**src/hw/rtl/drbr_pkg.sv**
```systemverilog
`timescale 1ns / 1ps
// ----------------------------------------------------------------------------
// drbr_pkg
// Shared types and constants of the drawbridge sequencer: request payloads,
// configuration set, sequence state and phase codes.
// ----------------------------------------------------------------------------
package drbr_pkg;

  // sequence phases, in the order the opening runs through them
  typedef enum logic [4:0] {
    PH_IDLE      = 5'd0,
    PH_BEEP1_ON  = 5'd1,
    PH_BEEP1_OFF = 5'd2,
    PH_BEEP2_ON  = 5'd3,
    PH_BEEP2_OFF = 5'd4,
    PH_BARRIER   = 5'd5,
    PH_RAISE     = 5'd6,
    PH_TRAVEL    = 5'd7,
    PH_SAIL      = 5'd8,
    PH_HOLD      = 5'd9,
    PH_SETTLE1   = 5'd10,
    PH_LOWER     = 5'd11,
    PH_SETTLE2   = 5'd12,
    PH_BEEP3_ON  = 5'd13,
    PH_BEEP3_OFF = 5'd14,
    PH_BEEP4_ON  = 5'd15,
    PH_BEEP4_OFF = 5'd16,
    PH_LIFTBAR   = 5'd17
  } phase_e;

  // configuration register indexes
  typedef enum logic [2:0] {
    CFG_WIND_LIMIT   = 3'd0,
    CFG_SHORT_TIME   = 3'd1,
    CFG_BARRIER_TIME = 3'd2,
    CFG_RAISE_TIME   = 3'd3,
    CFG_TRAVEL_TIME  = 3'd4,
    CFG_SAIL_TIME    = 3'd5,
    CFG_LOWER_TIME   = 3'd6,
    CFG_SETTLE_TIME  = 3'd7
  } cfg_idx_e;

  localparam int unsigned CfgDataW = 16;
  localparam int unsigned TimerW   = 16;
  localparam int unsigned LampW    = 6;

  // indicator lamp bit positions
  localparam int unsigned LampBoat    = 0;
  localparam int unsigned LampWind    = 1;
  localparam int unsigned LampSail    = 2;
  localparam int unsigned LampBarrier = 3;
  localparam int unsigned LampOpen    = 4;
  localparam int unsigned LampClosed  = 5;

  // deck motor commands
  localparam logic [1:0] DeckOff   = 2'd0;
  localparam logic [1:0] DeckRaise = 2'd1;
  localparam logic [1:0] DeckLower = 2'd2;

  // register reset values
  localparam logic [7:0]        WindLimitRst   = 8'd52;
  localparam logic [TimerW-1:0] ShortTimeRst   = 16'd200;
  localparam logic [TimerW-1:0] BarrierTimeRst = 16'd500;
  localparam logic [TimerW-1:0] RaiseTimeRst   = 16'd650;
  localparam logic [TimerW-1:0] TravelTimeRst  = 16'd1500;
  localparam logic [TimerW-1:0] SailTimeRst    = 16'd3000;
  localparam logic [TimerW-1:0] LowerTimeRst   = 16'd1600;
  localparam logic [TimerW-1:0] SettleTimeRst  = 16'd1000;

  typedef struct packed {
    logic       boat_rear;
    logic       boat_front;
    logic       end_stop;
    logic [7:0] wind_level;
  } in_item_t;

  typedef struct packed {
    logic             road_red;
    logic             water_rear_green;
    logic             water_front_green;
    logic [LampW-1:0] indicator_lamps;
    logic             buzzer_on;
    logic [1:0]       deck_motor;
    logic             barrier_down;
    logic             busy_res;
  } out_item_t;

  typedef struct packed {
    logic [7:0]        wind_limit;
    logic [TimerW-1:0] short_time;
    logic [TimerW-1:0] barrier_time;
    logic [TimerW-1:0] raise_time;
    logic [TimerW-1:0] travel_time;
    logic [TimerW-1:0] sail_time;
    logic [TimerW-1:0] lower_time;
    logic [TimerW-1:0] settle_time;
  } cfg_t;

  typedef struct packed {
    phase_e            phase;
    logic [TimerW-1:0] phase_timer;
    logic              serving_front;
    logic              front_pending;
    logic              endstop_latch;
    logic [LampW-1:0]  lamp_bits;
    logic              barrier_state;
  } seq_state_t;

endpackage

```
**src/hw/rtl/drawbridge_sequencer_core.sv**
```systemverilog
`timescale 1ns / 1ps
// ----------------------------------------------------------------------------
// drawbridge_sequencer_core
// Drawbridge opening sequencer driven by 1 ms tick requests.
//
//   channel | direction | handshake              | payload
//   --------+-----------+------------------------+---------------------
//   in      | in        | in_valid_i / in_stall_o | in_data_i  (ticks)
//   out     | out       | out_valid_o / out_stall_i | out_data_o (signals)
//   cfg     | in        | cfg_we_i                | cfg_index_i, cfg_wdata_i
//
// One tick request per clock while in_stall_o is low; the state steps as a
// request moves from the input register into the result register.
// Reset clears the sequence state and loads the default durations.
// A stalled result holds the result register, the next one lands in the skid
// entry and a third waits in the input register with in_stall_o high.
// ----------------------------------------------------------------------------
module drawbridge_sequencer_core (
  input  logic                          clk_i,
  input  logic                          rst_ni,
  input  logic                          in_valid_i,
  output logic                          in_stall_o,
  input  drbr_pkg::in_item_t            in_data_i,
  output logic                          out_valid_o,
  input  logic                          out_stall_i,
  output drbr_pkg::out_item_t           out_data_o,
  input  logic                          cfg_we_i,
  input  drbr_pkg::cfg_idx_e            cfg_index_i,
  input  logic [drbr_pkg::CfgDataW-1:0] cfg_wdata_i
);

  drbr_pkg::cfg_t       cfg;
  drbr_pkg::seq_state_t state_q, state_d;
  drbr_pkg::in_item_t   item_q;
  drbr_pkg::out_item_t  result;
  logic                 in_valid_q, in_valid_d;
  logic                 obuf_full;
  logic                 fire;
  logic                 in_take;

  drbr_cfg u_cfg (
    .clk_i       (clk_i),
    .rst_ni      (rst_ni),
    .cfg_we_i    (cfg_we_i),
    .cfg_index_i (cfg_index_i),
    .cfg_wdata_i (cfg_wdata_i),
    .cfg_o       (cfg)
  );

  // input register handshake
  assign fire       = in_valid_q && !obuf_full;
  assign in_stall_o = in_valid_q && obuf_full;
  assign in_take    = in_valid_i && !in_stall_o;
  assign in_valid_d = in_take || (in_valid_q && !fire);

  always_ff @(posedge clk_i or negedge rst_ni) begin
    if (!rst_ni) begin
      in_valid_q <= 1'b0;
    end else begin
      in_valid_q <= in_valid_d;
    end
  end

  always_ff @(posedge clk_i) begin
    if (in_take) begin
      item_q <= in_data_i;
    end
  end

  // tick step logic
  drbr_step u_step (
    .state_i  (state_q),
    .item_i   (item_q),
    .cfg_i    (cfg),
    .state_o  (state_d),
    .result_o (result)
  );

  // sequence state register
  always_ff @(posedge clk_i or negedge rst_ni) begin
    if (!rst_ni) begin
      state_q.phase         <= drbr_pkg::PH_IDLE;
      state_q.phase_timer   <= '0;
      state_q.serving_front <= 1'b0;
      state_q.front_pending <= 1'b0;
      state_q.endstop_latch <= 1'b0;
      state_q.lamp_bits     <= '0;
      state_q.barrier_state <= 1'b0;
    end else if (fire) begin
      state_q <= state_d;
    end
  end

  drbr_obuf u_obuf (
    .clk_i       (clk_i),
    .rst_ni      (rst_ni),
    .push_i      (fire),
    .push_data_i (result),
    .full_o      (obuf_full),
    .out_valid_o (out_valid_o),
    .out_stall_i (out_stall_i),
    .out_data_o  (out_data_o)
  );

endmodule

```
**src/hw/rtl/drbr_cfg.sv**
```systemverilog
`timescale 1ns / 1ps
// ----------------------------------------------------------------------------
// drbr_cfg
// Configuration register file: wind limit and the phase durations.
// ----------------------------------------------------------------------------
module drbr_cfg (
  input  logic                           clk_i,
  input  logic                           rst_ni,
  input  logic                           cfg_we_i,
  input  drbr_pkg::cfg_idx_e             cfg_index_i,
  input  logic [drbr_pkg::CfgDataW-1:0]  cfg_wdata_i,
  output drbr_pkg::cfg_t                 cfg_o
);

  drbr_pkg::cfg_t cfg_q, cfg_d;

  // register write decode
  always_comb begin
    cfg_d = cfg_q;
    if (cfg_we_i) begin
      unique case (cfg_index_i)
        drbr_pkg::CFG_WIND_LIMIT:   cfg_d.wind_limit   = cfg_wdata_i[7:0];
        drbr_pkg::CFG_SHORT_TIME:   cfg_d.short_time   = cfg_wdata_i;
        drbr_pkg::CFG_BARRIER_TIME: cfg_d.barrier_time = cfg_wdata_i;
        drbr_pkg::CFG_RAISE_TIME:   cfg_d.raise_time   = cfg_wdata_i;
        drbr_pkg::CFG_TRAVEL_TIME:  cfg_d.travel_time  = cfg_wdata_i;
        drbr_pkg::CFG_SAIL_TIME:    cfg_d.sail_time    = cfg_wdata_i;
        drbr_pkg::CFG_LOWER_TIME:   cfg_d.lower_time   = cfg_wdata_i;
        drbr_pkg::CFG_SETTLE_TIME:  cfg_d.settle_time  = cfg_wdata_i;
        default:                    cfg_d = cfg_q;
      endcase
    end
  end

  always_ff @(posedge clk_i or negedge rst_ni) begin
    if (!rst_ni) begin
      cfg_q.wind_limit   <= drbr_pkg::WindLimitRst;
      cfg_q.short_time   <= drbr_pkg::ShortTimeRst;
      cfg_q.barrier_time <= drbr_pkg::BarrierTimeRst;
      cfg_q.raise_time   <= drbr_pkg::RaiseTimeRst;
      cfg_q.travel_time  <= drbr_pkg::TravelTimeRst;
      cfg_q.sail_time    <= drbr_pkg::SailTimeRst;
      cfg_q.lower_time   <= drbr_pkg::LowerTimeRst;
      cfg_q.settle_time  <= drbr_pkg::SettleTimeRst;
    end else begin
      cfg_q <= cfg_d;
    end
  end

  assign cfg_o = cfg_q;

endmodule

```
**src/hw/rtl/drbr_step.sv**
```systemverilog
`timescale 1ns / 1ps
// ----------------------------------------------------------------------------
// drbr_step
// Next-state and result logic for one tick of the opening sequence.
// ----------------------------------------------------------------------------
module drbr_step (
  input  drbr_pkg::seq_state_t state_i,
  input  drbr_pkg::in_item_t   item_i,
  input  drbr_pkg::cfg_t       cfg_i,
  output drbr_pkg::seq_state_t state_o,
  output drbr_pkg::out_item_t  result_o
);

  logic [drbr_pkg::TimerW-1:0] dur_raw;
  logic [drbr_pkg::TimerW-1:0] dur;
  logic [drbr_pkg::TimerW-1:0] timer_inc;
  logic                        wind_ok;
  logic                        is_idle;
  drbr_pkg::phase_e            next_ph;
  drbr_pkg::seq_state_t        s;

  // duration of the current phase, zero counts as one tick
  always_comb begin
    unique case (state_i.phase)
      drbr_pkg::PH_BARRIER,
      drbr_pkg::PH_LIFTBAR: dur_raw = cfg_i.barrier_time;
      drbr_pkg::PH_RAISE:   dur_raw = cfg_i.raise_time;
      drbr_pkg::PH_TRAVEL:  dur_raw = cfg_i.travel_time;
      drbr_pkg::PH_SAIL:    dur_raw = cfg_i.sail_time;
      drbr_pkg::PH_SETTLE1,
      drbr_pkg::PH_SETTLE2: dur_raw = cfg_i.settle_time;
      drbr_pkg::PH_LOWER:   dur_raw = cfg_i.lower_time;
      default:              dur_raw = cfg_i.short_time;
    endcase
  end

  assign dur       = (dur_raw == '0) ? {{(drbr_pkg::TimerW-1){1'b0}}, 1'b1} : dur_raw;
  assign timer_inc = state_i.phase_timer + {{(drbr_pkg::TimerW-1){1'b0}}, 1'b1};
  assign wind_ok   = (item_i.wind_level <= cfg_i.wind_limit);
  assign is_idle   = (state_i.phase == drbr_pkg::PH_IDLE) ||
                     (state_i.phase > drbr_pkg::PH_LIFTBAR);
  assign next_ph   = drbr_pkg::phase_e'(state_i.phase + 5'd1);

  // phase stepping and lamp updates
  always_comb begin
    s = state_i;
    if (is_idle) begin
      s.phase       = drbr_pkg::PH_IDLE;
      s.phase_timer = '0;
      s.lamp_bits[drbr_pkg::LampOpen]   = ~item_i.end_stop;
      s.lamp_bits[drbr_pkg::LampClosed] = item_i.end_stop;
      s.endstop_latch = item_i.end_stop;
      s.front_pending = 1'b0;
      if (item_i.boat_rear || item_i.boat_front) begin
        s.lamp_bits[drbr_pkg::LampBoat] = 1'b1;
        if (wind_ok) begin
          // rear side is served first, front remembered
          s.serving_front = ~item_i.boat_rear;
          s.front_pending = item_i.boat_rear & item_i.boat_front;
          s.phase         = drbr_pkg::PH_BEEP1_ON;
        end else begin
          s.lamp_bits[drbr_pkg::LampWind] = 1'b1;
        end
      end
    end else if (timer_inc >= dur) begin
      s.phase_timer = '0;
      if (state_i.phase == drbr_pkg::PH_LIFTBAR) begin
        // sequence done, maybe start the pending front side
        s.lamp_bits[drbr_pkg::LampBarrier] = 1'b0;
        s.lamp_bits[drbr_pkg::LampBoat]    = 1'b0;
        s.barrier_state = 1'b0;
        s.phase         = drbr_pkg::PH_IDLE;
        if (state_i.front_pending) begin
          s.front_pending = 1'b0;
          s.lamp_bits[drbr_pkg::LampBoat] = 1'b1;
          if (wind_ok) begin
            s.serving_front = 1'b1;
            s.phase         = drbr_pkg::PH_BEEP1_ON;
          end else begin
            s.lamp_bits[drbr_pkg::LampWind] = 1'b1;
          end
        end
      end else begin
        s.phase = next_ph;
        unique case (next_ph)
          drbr_pkg::PH_BARRIER: begin
            s.barrier_state = 1'b1;
            s.lamp_bits[drbr_pkg::LampBarrier] = 1'b1;
          end
          drbr_pkg::PH_TRAVEL: begin
            s.lamp_bits[drbr_pkg::LampClosed] = 1'b0;
            s.lamp_bits[drbr_pkg::LampOpen]   = 1'b1;
          end
          drbr_pkg::PH_SAIL: begin
            s.lamp_bits[drbr_pkg::LampSail] = 1'b1;
          end
          drbr_pkg::PH_SETTLE1: begin
            s.lamp_bits[drbr_pkg::LampSail] = 1'b0;
          end
          drbr_pkg::PH_SETTLE2: begin
            s.lamp_bits[drbr_pkg::LampOpen]   = ~state_i.endstop_latch;
            s.lamp_bits[drbr_pkg::LampClosed] = state_i.endstop_latch;
          end
          drbr_pkg::PH_LIFTBAR: begin
            s.barrier_state = 1'b0;
          end
          default: begin
            s.barrier_state = state_i.barrier_state;
          end
        endcase
      end
    end else begin
      s.phase_timer = timer_inc;
    end
  end

  assign state_o = s;

  // result decode from the new phase
  always_comb begin
    result_o.road_red = (s.phase >= drbr_pkg::PH_BARRIER) &&
                        (s.phase <= drbr_pkg::PH_LIFTBAR);
    result_o.water_rear_green  = (s.phase == drbr_pkg::PH_SAIL) && !s.serving_front;
    result_o.water_front_green = (s.phase == drbr_pkg::PH_SAIL) && s.serving_front;
    result_o.indicator_lamps   = s.lamp_bits;
    result_o.buzzer_on = (s.phase == drbr_pkg::PH_BEEP1_ON) ||
                         (s.phase == drbr_pkg::PH_BEEP2_ON) ||
                         (s.phase == drbr_pkg::PH_BEEP3_ON) ||
                         (s.phase == drbr_pkg::PH_BEEP4_ON);
    if ((s.phase >= drbr_pkg::PH_RAISE) && (s.phase <= drbr_pkg::PH_SETTLE1)) begin
      result_o.deck_motor = drbr_pkg::DeckRaise;
    end else if (s.phase == drbr_pkg::PH_LOWER) begin
      result_o.deck_motor = drbr_pkg::DeckLower;
    end else begin
      result_o.deck_motor = drbr_pkg::DeckOff;
    end
    result_o.barrier_down = s.barrier_state;
    result_o.busy_res     = (s.phase != drbr_pkg::PH_IDLE);
  end

endmodule

```
**src/hw/rtl/drbr_obuf.sv**
```systemverilog
`timescale 1ns / 1ps
// ----------------------------------------------------------------------------
// drbr_obuf
// Result register with a skid entry, so a stalled result does not hold up
// the tick already in flight.
// ----------------------------------------------------------------------------
module drbr_obuf (
  input  logic                clk_i,
  input  logic                rst_ni,
  input  logic                push_i,
  input  drbr_pkg::out_item_t push_data_i,
  output logic                full_o,
  output logic                out_valid_o,
  input  logic                out_stall_i,
  output drbr_pkg::out_item_t out_data_o
);

  logic                out_valid_q, out_valid_d;
  logic                skid_valid_q, skid_valid_d;
  drbr_pkg::out_item_t out_data_q, out_data_d;
  drbr_pkg::out_item_t skid_data_q, skid_data_d;
  logic                pop;

  assign pop = out_valid_q && !out_stall_i;

  // result and skid steering
  always_comb begin
    out_valid_d  = out_valid_q;
    skid_valid_d = skid_valid_q;
    out_data_d   = out_data_q;
    skid_data_d  = skid_data_q;
    if (pop) begin
      if (skid_valid_q) begin
        out_data_d   = skid_data_q;
        skid_valid_d = 1'b0;
      end else begin
        out_valid_d = 1'b0;
      end
    end
    if (push_i) begin
      if (!out_valid_q || (pop && !skid_valid_q)) begin
        out_data_d  = push_data_i;
        out_valid_d = 1'b1;
      end else begin
        skid_data_d  = push_data_i;
        skid_valid_d = 1'b1;
      end
    end
  end

  always_ff @(posedge clk_i or negedge rst_ni) begin
    if (!rst_ni) begin
      out_valid_q  <= 1'b0;
      skid_valid_q <= 1'b0;
    end else begin
      out_valid_q  <= out_valid_d;
      skid_valid_q <= skid_valid_d;
    end
  end

  always_ff @(posedge clk_i) begin
    out_data_q  <= out_data_d;
    skid_data_q <= skid_data_d;
  end

  assign full_o      = skid_valid_q;
  assign out_valid_o = out_valid_q;
  assign out_data_o  = out_data_q;

endmodule

```
**config.mk**
```make
export PLATFORM = sky130hd
export DESIGN_NAME = drawbridge_sequencer_core
export DESIGN_NICKNAME = d
export VERILOG_FILES = /design/src/hw/rtl/drbr_pkg.sv /design/src/hw/rtl/drawbridge_sequencer_core.sv /design/src/hw/rtl/drbr_cfg.sv /design/src/hw/rtl/drbr_step.sv /design/src/hw/rtl/drbr_obuf.sv
export SDC_FILE = /design/constraint.sdc
export NUM_CORES = 1
export LEC_CHECK = 0
export BUFFER_PORTS_ARGS = -buffer_cell sky130_fd_sc_hd__buf_2
export CAP_MARGIN = 20
export CORE_ASPECT_RATIO = 0.6
export CORE_MARGIN = 1.5
export CORE_UTILIZATION = 40
export CTS_CLUSTER_DIAMETER = 150
export DETAILED_ROUTE_END_ITERATION = 8
export PLACE_DENSITY = 0.62
export SYNTH_ARGS = -nofsm -noshare
export SYNTH_HDL_FRONTEND = slang
export SYNTH_SLANG_ARGS = --single-unit
```
**constraint.sdc**
```tcl
create_clock -name clk_i -period 9.4 [get_ports clk_i]
set_input_delay 1.41 -clock clk_i [delete_from_list [all_inputs] [get_ports clk_i]]
set_output_delay 1.41 -clock clk_i [all_outputs]
set_load 0.05 [all_outputs]
```
======== Word level (Yosys, flattened, before mapping) ========
Cells that the tools add are included.
storage, ports and cells
  register bits ........................... 193
  input port bits ......................... 35
  output and inout bits ................... 16
operators by class
  add/sub/neg operators ................... 2
  magnitude comparators ................... 7
  equal/unequal tests ..................... 27
  multiplexer cells ....................... 45
  bitwise logic cells ..................... 5
  reductions and logical operators ........ 42
operator list
  operator                 number
  $pmux W16 S6             1
  $mux W14                 4
  $eq A5 B4 Y1 const B     11
  $mux W16                 2
  $mux W2                  14
  $eq A5 B3 Y1 const B     5
  $mux W23                 1
  $mux W5                  4
  $reduce_and A2 Y1        10
  $add A16 B1 Y16 const B  1
  $ge A16 B16 Y1           1
  $logic_not A16 Y1        1
  $mux W1                  15
  $eq A3 B3 Y1 const B     4
  $eq A5 B5 Y1 const B     2
  $ge A5 B3 Y1 const B     2
  $logic_and A1 B1 Y1      10
  $le A8 B8 Y1             1
  $logic_or A1 B1 Y1       7
  $mux W7                  1
  $eq A3 B2 Y1 const B     2
  $logic_not A1 Y1         6
  $add A5 B1 Y5 const B    1
  $eq A5 B1 Y1 const B     1
  15 further kinds         21

======== Depth between registers and ports, before layout ========
Gate-level depths: netlist (run 1).
  depth in word-level cells ............... 14
  mapped depth ............................ 21
  depth with buffers taken out ............ 18

======== Hierarchy ========
Synthesis (run 1) repeated with hierarchy kept, for this count alone.
unflattened totals
  cells, all modules ...................... 813
  area, all modules ....................... 10168.5 um^2
by module, submodules not included
  module                     times used  cells each  area an instance (um^2)  sequential area each (um^2)
  drbr_cfg                   1           262         4789.6                   3051.7
  drbr_step                  1           366         2502.4                   0.0
  drawbridge_sequencer_core  1           82          1694.1                   1131.1
  drbr_obuf                  1           103         1182.4                   750.7

======== Worst setup path before layout (run 1) ========
Ideal clock, no wire load.
  path type ............................... register to register
  start point ............................. register state_q[26] in the netlist's numbering
  end point ............................... register u_obuf.skid_data_q[12] in the netlist's numbering (data pin)
  library setup time ...................... 0.255 ns
  data arrival time ....................... 4.730 ns
  required time ........................... 9.145 ns
  setup slack ............................. 4.415 ns
  stages on the path, launching flop included .. 20
  buffers on the path ..................... 3
  period minus slack after synthesis ...... 4.985 ns
  cell sequence ........................... dfrtp_1 -> clkbuf_1 -> inv_1 -> ha_1 -> mux2i_1 -> nor2_1 -> or3_1 -> nor4_1 -> buf_2 -> mux2i_1 -> o41ai_1 -> ha_1 -> nand2b_1 -> a2111oi_2 -> nor4_4 -> nor3_2 -> buf_6 -> a31oi_4 -> and3b_2 -> and3_1
RTL lines
  item                      RTL line                         text
  start: declaration        drawbridge_sequencer_core.sv:33  drbr_pkg::seq_state_t state_q, state_d;
  start signal: assignment  drawbridge_sequencer_core.sv:90  state_q <= state_d;
  end signal: assignment    drbr_obuf.sv:63                  skid_data_q <= skid_data_d;
  end: declaration          drbr_obuf.sv:21                  drbr_pkg::out_item_t skid_data_q, skid_data_d;

==> results of run 1 <==
-- per-layer routing --
metal,up-vias,global-route usage,share of wire
met5,-,0,0
met4,0,0.06017,0.010
met3,21,0.04280,0.058
met2,186,0.2621,0.40
met1,3289,0.3044,0.53
li1,3110,-,-
-- Yosys cell counts (all sizes together) (17+ instances only) --
cell type and n:
dfrtp 115, nor2 22, ha 29, nand3 18, o21ai 56, inv 17, mux2 119, edfxtp 25
clkbuf 32, a21oi 29, a222oi 32, nand2 99, dfstp 39
-- how the worst min path moves through the flow --
| stage | cells past startpoint | slack (ps) | from | to |
|---|---|---|---|---|
| 2_1_floorplan | 2 | 420 | state_q[2] | state_q[2] |
| 3_3_place_gp | 2 | 440 | state_q[2] | state_q[2] |
| 3_5_place_dp | 2 | 440 | state_q[2] | state_q[2] |
| 4_1_cts | 2 | 460 | state_q[2] | state_q[2] |
| 5_1_grt | 2 | 480 | state_q[2] | state_q[2] |
| 6_report | 2 | 450 | state_q[2] | state_q[2] |
-- power by group --
| group | switching, W | leakage (nW) | internal (W) |
|---|---|---|---|
| registers | 0.000134 | 2.18 | 0.00108 |
| logic | 0.000610 | 2.06 | 0.000390 |
| clock network | 0.000311 | 0.252 | 0.000359 |
-- kinds of logic (layout without fill, tap and decap cells) --
kind of cell | after synthesis | in the layout
muxes | 130 | 130
adders and majority gates | 29 | 29
AOI/OAI and AO/OA | 169 | 169
xor gates and xnor gates | 16 | 16
buffers and inverters | 57 | 121
and+or+nand+nor | 210 | 210
DFF | 193 | 193
-- flip-flops by register name (all words and copies together), names as in the netlist --
signal,count
u_obuf.out_valid_o,1
in_valid_q,1
item_q,11
state_q,31
u_cfg.cfg_o,120
u_obuf.out_data_o,14
u_obuf.full_o,1
u_obuf.skid_data_q,14
-- worst max-delay path: stages (launching register included) --
cell and delay [ps]:
sky130_fd_sc_hd__dfrtp_1 550, sky130_fd_sc_hd__ha_1 340, sky130_fd_sc_hd__inv_1 210, sky130_fd_sc_hd__nor3_2 180, sky130_fd_sc_hd__buf_4 280, sky130_fd_sc_hd__or3_1 160
sky130_fd_sc_hd__nor4_2 40, sky130_fd_sc_hd__buf_4 200, sky130_fd_sc_hd__a21oi_1 260, sky130_fd_sc_hd__nand4_1 140, sky130_fd_sc_hd__o41ai_1 400, sky130_fd_sc_hd__ha_1 290
sky130_fd_sc_hd__nand2b_1 150, sky130_fd_sc_hd__a2111oi_2 530, sky130_fd_sc_hd__nor4_4 90, sky130_fd_sc_hd__o32ai_1 660, sky130_fd_sc_hd__o221ai_4 250, sky130_fd_sc_hd__and3b_2 300
sky130_fd_sc_hd__and3_1 180
-- per-stage QoR --
stage                     power [W]  hold slack [ps]
after floorplan            0.001938            420.9
after global placement     0.002211            440.2
after detailed placement   0.002221            443.2
after CTS                  0.002904            460.0
after global routing       0.003074            476.3
final                      0.002885            451.4
-- final cells by class --
cell class,count,share of cell area
sequential,193,0.4601
inverter,17,0.005952
multi-input combinational,554,0.4048
tap,315,0.03676
clock inverter,13,0.008986
clock buffer,19,0.04038
timing repair buffer,72,0.04295
==> qor.txt, run 1 <==
STATUS
----------------------------------------------------------------------------------------
Run status                                                                     completed

WORST SETUP PATH
----------------------------------------------------------------------------------------
Kind of launch point of the worst setup path                                   flip-flop
Highest fanout seen on the critical path                                              19
Destination of the worst register-to-register timing path                   u_obuf.skid_data_q[12]
Arr. time, crit path                                                             5680 ps
CP Class                                                                      reg -> reg
Critical path capture point                                                 u_obuf.skid_data_q[12]
Setup slack of the worst register-to-register path                               3930 ps
Beginning of the worst register-to-register path                             state_q[27]
Type of element capturing the critical path                                    flip-flop
Data required time at the worst endpoint                                         9600 ps
Worst Reg2Reg Path Length in Cells                                                    18
Launching instance or port of the critical path                              state_q[27]

CELLS AND AREA
----------------------------------------------------------------------------------------
Leading cell type in the layout, fill and taps excluded                     sky130_fd_sc_hd__mux2_2
Count of antenna diodes in the layout                                                  0
Final non-filler cell total                                                        1,183
Layout Cell Area excl Fill                                                   0.01072 mm2
Fill cells                                                                         2,109
Leading cell types in the layout, fill and taps excluded                    119 x sky130_fd_sc_hd__mux2_2, 115 x sky130_fd_sc_hd__dfrtp_1, 98 x sky130_fd_sc_hd__nand2_1
Nets@finish                                                                          919
End-of-flow core utilization                                                      0.4634
Area used by multi-input combinational logic                                0.004340 mm2
Sequential Area                                                             0.004933 mm2
Fraction of final layout cells with drive strength greater than 1                 0.3329
Signed area change from the synthesized netlist to the final layout               13.27%

LOGIC SYNTHESIS
----------------------------------------------------------------------------------------
Main combinational cell family by area after synthesis                      multiplexers
Area share of and/or/nand/nor cells after synthesis                               0.1147
Synthesized-area fraction occupied by xor and xnor cells                         0.01481
Share of cell area taken by muxes after synthesis                                 0.1532
Cell Area, Synth                                                            0.009465 mm2
Async set-reset flop share out of synthesis                                       0.7979
Leading register cell type out of synthesis                                 sky130_fd_sc_hd__dfrtp_1
Area leader, netlist                                                        sky130_fd_sc_hd__dfrtp_1
Synthesized Nets                                                                     868
Number of library cell types mapped by synthesis                                      71
Fraction of the yosys area taken by sequential cells                              0.5212
Synthesized instance count                                                           804
Portion of synthesized cell area occupied by the leading cell type                0.3040
Count of yosys warnings during synthesis                                               0
Flip-flop and latch count after synthesis                                            193
EDFF count, synth                                                                     25
Syn_area_per_cell                                                              11.77 um2
Fraction of the mapped netlist area in compound gates                             0.1336
Post-Synth Adder-Cell Area                                                       0.03833
Largest cells by area after synthesis                                       sky130_fd_sc_hd__dfrtp_1 30%, sky130_fd_sc_hd__mux2_2 14%, sky130_fd_sc_hd__dfstp_2 11%

FLOORPLANNING
----------------------------------------------------------------------------------------
Core Footprint                                                               0.02313 mm2
Num rows                                                                              43
Initial core utilization                                                          0.4091
Boundary Pins                                                                         51
Die boundary height                                                             122.2 um
Horizontal die dimension                                                        201.6 um
Die footprint                                                                0.02463 mm2

CTS
----------------------------------------------------------------------------------------
TritonCTS clock tree                                                                 yes
Post-CTS setup-driven buffer insertion count                                           0
Number of buffers created by CTS                                                      17
Post-CTS Hold Buffers                                                                  0
Sink Count                                                                           193
Clk pin slew, worst setup/hold paths                                               70 ps
Root Buffer Master                                                          sky130_fd_sc_hd__clkbuf_16
Source-to-sink clock delay at the later pin of the worst-skew pair                440 ps
Number of gates given a new drive strength after cts                                   0
Total number of H-tree levels                                                          4
Number of buffers on the longest clock path                                            2

HOLD PATH
----------------------------------------------------------------------------------------
Worst min path class                                                          reg -> reg

DETAILED ROUTING
----------------------------------------------------------------------------------------
Routed vias                                                                        6,606
DRC viols                                                                              0
Vias per std cell                                                                  5.584
Wirelength per Cell                                                             18.95 um
Starting DRT DRC Count                                                               647
Detailed Route WL                                                               22.42 mm
Count of nets left with antenna violations after detail routing                        0
Number of search-and-repair iterations in the first detailed-routing pass              6

GLOBAL ROUTING
----------------------------------------------------------------------------------------
First-pass GRT wire length                                                      36.76 mm
Global Route Usage Sum                                                            0.1946
Via count of the first global-routing pass                                         6,472
Initial antenna violation count                                                        0
Largest net degree at the start of global routing                                     88
GRT overflow                                                                           0

PLACED DESIGN
----------------------------------------------------------------------------------------
Setup WS pre-CTS                                                                 3395 ps
Estimated wirelength of the detail-placed design                                15.68 mm
Area after DPL                                                               0.01015 mm2
Number of buffers added on ports                                                      50
Placer congestion estimate                                                        0.8478
Placed cells                                                                       1,148

TIMING
----------------------------------------------------------------------------------------
Number of setup violations in the final report                                         0
Max-slew violation count                                                               0
Setup repair after global routing missed its margin                                   no
Final setup margin                                                               3926 ps
Fraction of the cycle the final worst path needs                                  0.5823
Tightest Pin Transition                                                         854.6 ps
Setup TNS after final layout                                                        0 ps
Worst max-slew margin expressed relative to the limit                             0.4303
Final Hold Viols                                                                       0
Final critical path time including I/O delays and setup                          5474 ps
Worst clock skew                                                                10.37 ps
Max Freq                                                                      0.1827 GHz

POWER
----------------------------------------------------------------------------------------
VDD IR-drop max                                                                 126.5 uV
Total power density per cell area                                           269.1 mW/mm2
Static leakage                                                                  4.491 nW

RUN
----------------------------------------------------------------------------------------
# Max-Cap Violations                                                                   0

No activity file was read; power rests on OpenSTA's default activity.
==> run 2: changes to the inputs <==
==> constraint.sdc (replaced) <==
create_clock -name clk_i -period 5.3 [get_ports clk_i]
set_input_delay 0.795 -clock clk_i [delete_from_list [all_inputs] [get_ports clk_i]]
set_output_delay 0.795 -clock clk_i [all_outputs]
set_load 0.05 [all_outputs]
==> run 2 against run 1 <==
Net effect:
- core utilization increased by 0.97 points
- via count increased by 0.68%
- die area did not move
- global-route usage grew 0.070 points
- largest cell class unchanged
- power is 85% higher
- critical path type unchanged
==> qor.txt, run 2 (same netlist as run 1, synthesis figures left out) <==
DETAILED ROUTING
----------------------------------------------------------------------------------------
Count of nets left with antenna violations after detail routing                        0
Vias per std cell                                                                  5.561
DRC viols                                                                              0
Routed vias                                                                        6,651
Detailed Route WL                                                               22.43 mm
Starting DRT DRC Count                                                               722
Number of search-and-repair iterations in the first detailed-routing pass              6
Wirelength per Cell                                                             18.75 um

CTS
----------------------------------------------------------------------------------------
Total number of H-tree levels                                                          4
TritonCTS clock tree                                                                 yes
Post-CTS Hold Buffers                                                                  0
Source-to-sink clock delay at the later pin of the worst-skew pair                450 ps
Clk pin slew, worst setup/hold paths                                               70 ps
Post-CTS setup-driven buffer insertion count                                           0
Sink Count                                                                           193
Number of buffers created by CTS                                                      17
Root Buffer Master                                                          sky130_fd_sc_hd__clkbuf_16
Number of buffers on the longest clock path                                            2

GLOBAL ROUTING
----------------------------------------------------------------------------------------
Via count of the first global-routing pass                                         6,467
Initial antenna violation count                                                        0
GRT overflow                                                                           0
Largest net degree at the start of global routing                                     90
Global Route Usage Sum                                                            0.1953
First-pass GRT wire length                                                      36.62 mm

PLACED DESIGN
----------------------------------------------------------------------------------------
Number of buffers added on ports                                                      50
Setup WS pre-CTS                                                                212.1 ps
Placer congestion estimate                                                        0.9340
Estimated wirelength of the detail-placed design                                15.43 mm

FLOORPLANNING
----------------------------------------------------------------------------------------
Boundary Pins                                                                         51
Horizontal die dimension                                                        201.6 um
Initial core utilization                                                          0.4091
Num rows                                                                              43
Core Footprint                                                               0.02313 mm2
Die boundary height                                                             122.2 um
Die footprint                                                                0.02463 mm2

TIMING
----------------------------------------------------------------------------------------
Worst-case hold slack                                                           399.0 ps
Worst max-slew margin expressed relative to the limit                             0.4158
Final Hold Viols                                                                       0
Fraction of the cycle the final worst path needs                                  0.9557
Number of setup violations in the final report                                         0
Max-slew violation count                                                               0
Final setup margin                                                              235.0 ps
Tightest Pin Transition                                                         874.1 ps
Worst clock skew                                                                6.593 ps
Max Freq                                                                      0.1974 GHz
Final critical path time including I/O delays and setup                          5065 ps

WORST SETUP PATH
----------------------------------------------------------------------------------------
CP Class                                                                      reg -> reg
Kind of launch point of the worst setup path                                   flip-flop
Type of element capturing the critical path                                    flip-flop
Arr. time, crit path                                                             5410 ps
Highest fanout seen on the critical path                                              17
Launching instance or port of the critical path                              state_q[27]
Data required time at the worst endpoint                                         5640 ps
Beginning of the worst register-to-register path                             state_q[27]

CELLS AND AREA
----------------------------------------------------------------------------------------
Leading cell type in the layout, fill and taps excluded                     sky130_fd_sc_hd__mux2_2
Fraction of final layout cells with drive strength greater than 1                 0.3621
Signed area change from the synthesized netlist to the final layout               15.64%
Nets@finish                                                                          932
Leading cell types in the layout, fill and taps excluded                    119 x sky130_fd_sc_hd__mux2_2, 113 x sky130_fd_sc_hd__dfrtp_1, 98 x sky130_fd_sc_hd__nand2_1
Max reg flops                                                                        120
Count of antenna diodes in the layout                                                  0

POWER
----------------------------------------------------------------------------------------
Total power density per cell area                                           486.7 mW/mm2
VDD IR-drop max                                                                 264.5 uV
Static leakage                                                                  4.602 nW

RUN
----------------------------------------------------------------------------------------
# Max-Cap Violations                                                                   0

HOLD PATH
----------------------------------------------------------------------------------------
Worst min path class                                                         in -> async

STATUS
----------------------------------------------------------------------------------------
Run status                                                                     completed

run 2: cell count changes in the layout (fill, tap and decap cells not counted), moves of 3 or more:
cell                       previous run  this run
sky130_fd_sc_hd__a21oi_1             29        22
sky130_fd_sc_hd__a21oi_2              0         7
sky130_fd_sc_hd__buf_4               18        27
sky130_fd_sc_hd__clkinv_1             4         0
sky130_fd_sc_hd__inv_4                0         3
run 2: stage by stage:
stage	instances	util	area [um2]	total power, W	setup TNS [ps]
global route	1196	0.4731	10950	0.005665	-2.019
detailed placement	1163	0.4443	10280	0.003985	0
CTS	1195	0.4703	10880	0.005308	0
global placement	1160	0.4423	10230	0.003967	0
finish	1196	0.4731	10950	0.005327	0
floorplan	804	-	9465	0.003437	0
run 2: repair_timing:
action | 4_1_cts | 5_1_grt
setup endpoints to repair | 0 | 21
endpoints found under the hold margin | 0 | 0
gates resized for setup | 0 | 15
run 2: path summary, 6_finish.rpt:
check,end,slack [ps],cells after the start
min,u_cfg.cfg_o[113],400,1
max,u_obuf.out_data_o[13],240,20
min in group clk_i,state_q[2],460,2
max in group asynchronous,u_cfg.cfg_o[25],3790,2
max reg2reg,u_obuf.out_data_o[13],240,20
min reg2reg,state_q[2],460,2
run 2: critical path, stage by stage, from the launching register on:
cell,delay [ps]
sky130_fd_sc_hd__dfrtp_2,430
sky130_fd_sc_hd__buf_4,160
sky130_fd_sc_hd__inv_1,60
sky130_fd_sc_hd__ha_1,230
sky130_fd_sc_hd__mux2i_1,160
sky130_fd_sc_hd__nor2_1,70
sky130_fd_sc_hd__buf_6,180
sky130_fd_sc_hd__or3_1,390
sky130_fd_sc_hd__nor4_2,170
sky130_fd_sc_hd__buf_6,260
sky130_fd_sc_hd__a21oi_1,150
sky130_fd_sc_hd__ha_1,340
sky130_fd_sc_hd__nand4_2,140
sky130_fd_sc_hd__or3_4,440
sky130_fd_sc_hd__nor4_4,380
sky130_fd_sc_hd__nor3_2,60
sky130_fd_sc_hd__buf_4,210
sky130_fd_sc_hd__o32ai_4,390
sky130_fd_sc_hd__nor2b_1,130
sky130_fd_sc_hd__a311o_2,410
sky130_fd_sc_hd__o21a_1,170
run 2: final cells by class:
class	count	area (um2)
clock buffers	22	506.7
clock inverters	10	93.84
fillers	2088	12190
inverters	17	63.81
multi-input cells	554	4378
flip-flops and latches	193	4936
well taps	315	394.1
repair buffers	85	573.1
run 2: power by group:
part / internal (W) / switching [W] / total (W)
sequential: 0.00192 / 0.000220 / 0.00214
combinational: 0.000741 / 0.00114 / 0.00188
clock: 0.000732 / 0.000577 / 0.00131
total: 0.00339 / 0.00194 / 0.00533
run 2: layer usage:
metal	wire length (um)	part of all wire	track usage
met5	0	0	0
met4	182	0.0081	0.04711
met3	1555	0.069	0.06367
met2	9157	0.41	0.2696
met1	11530	0.51	0.2919
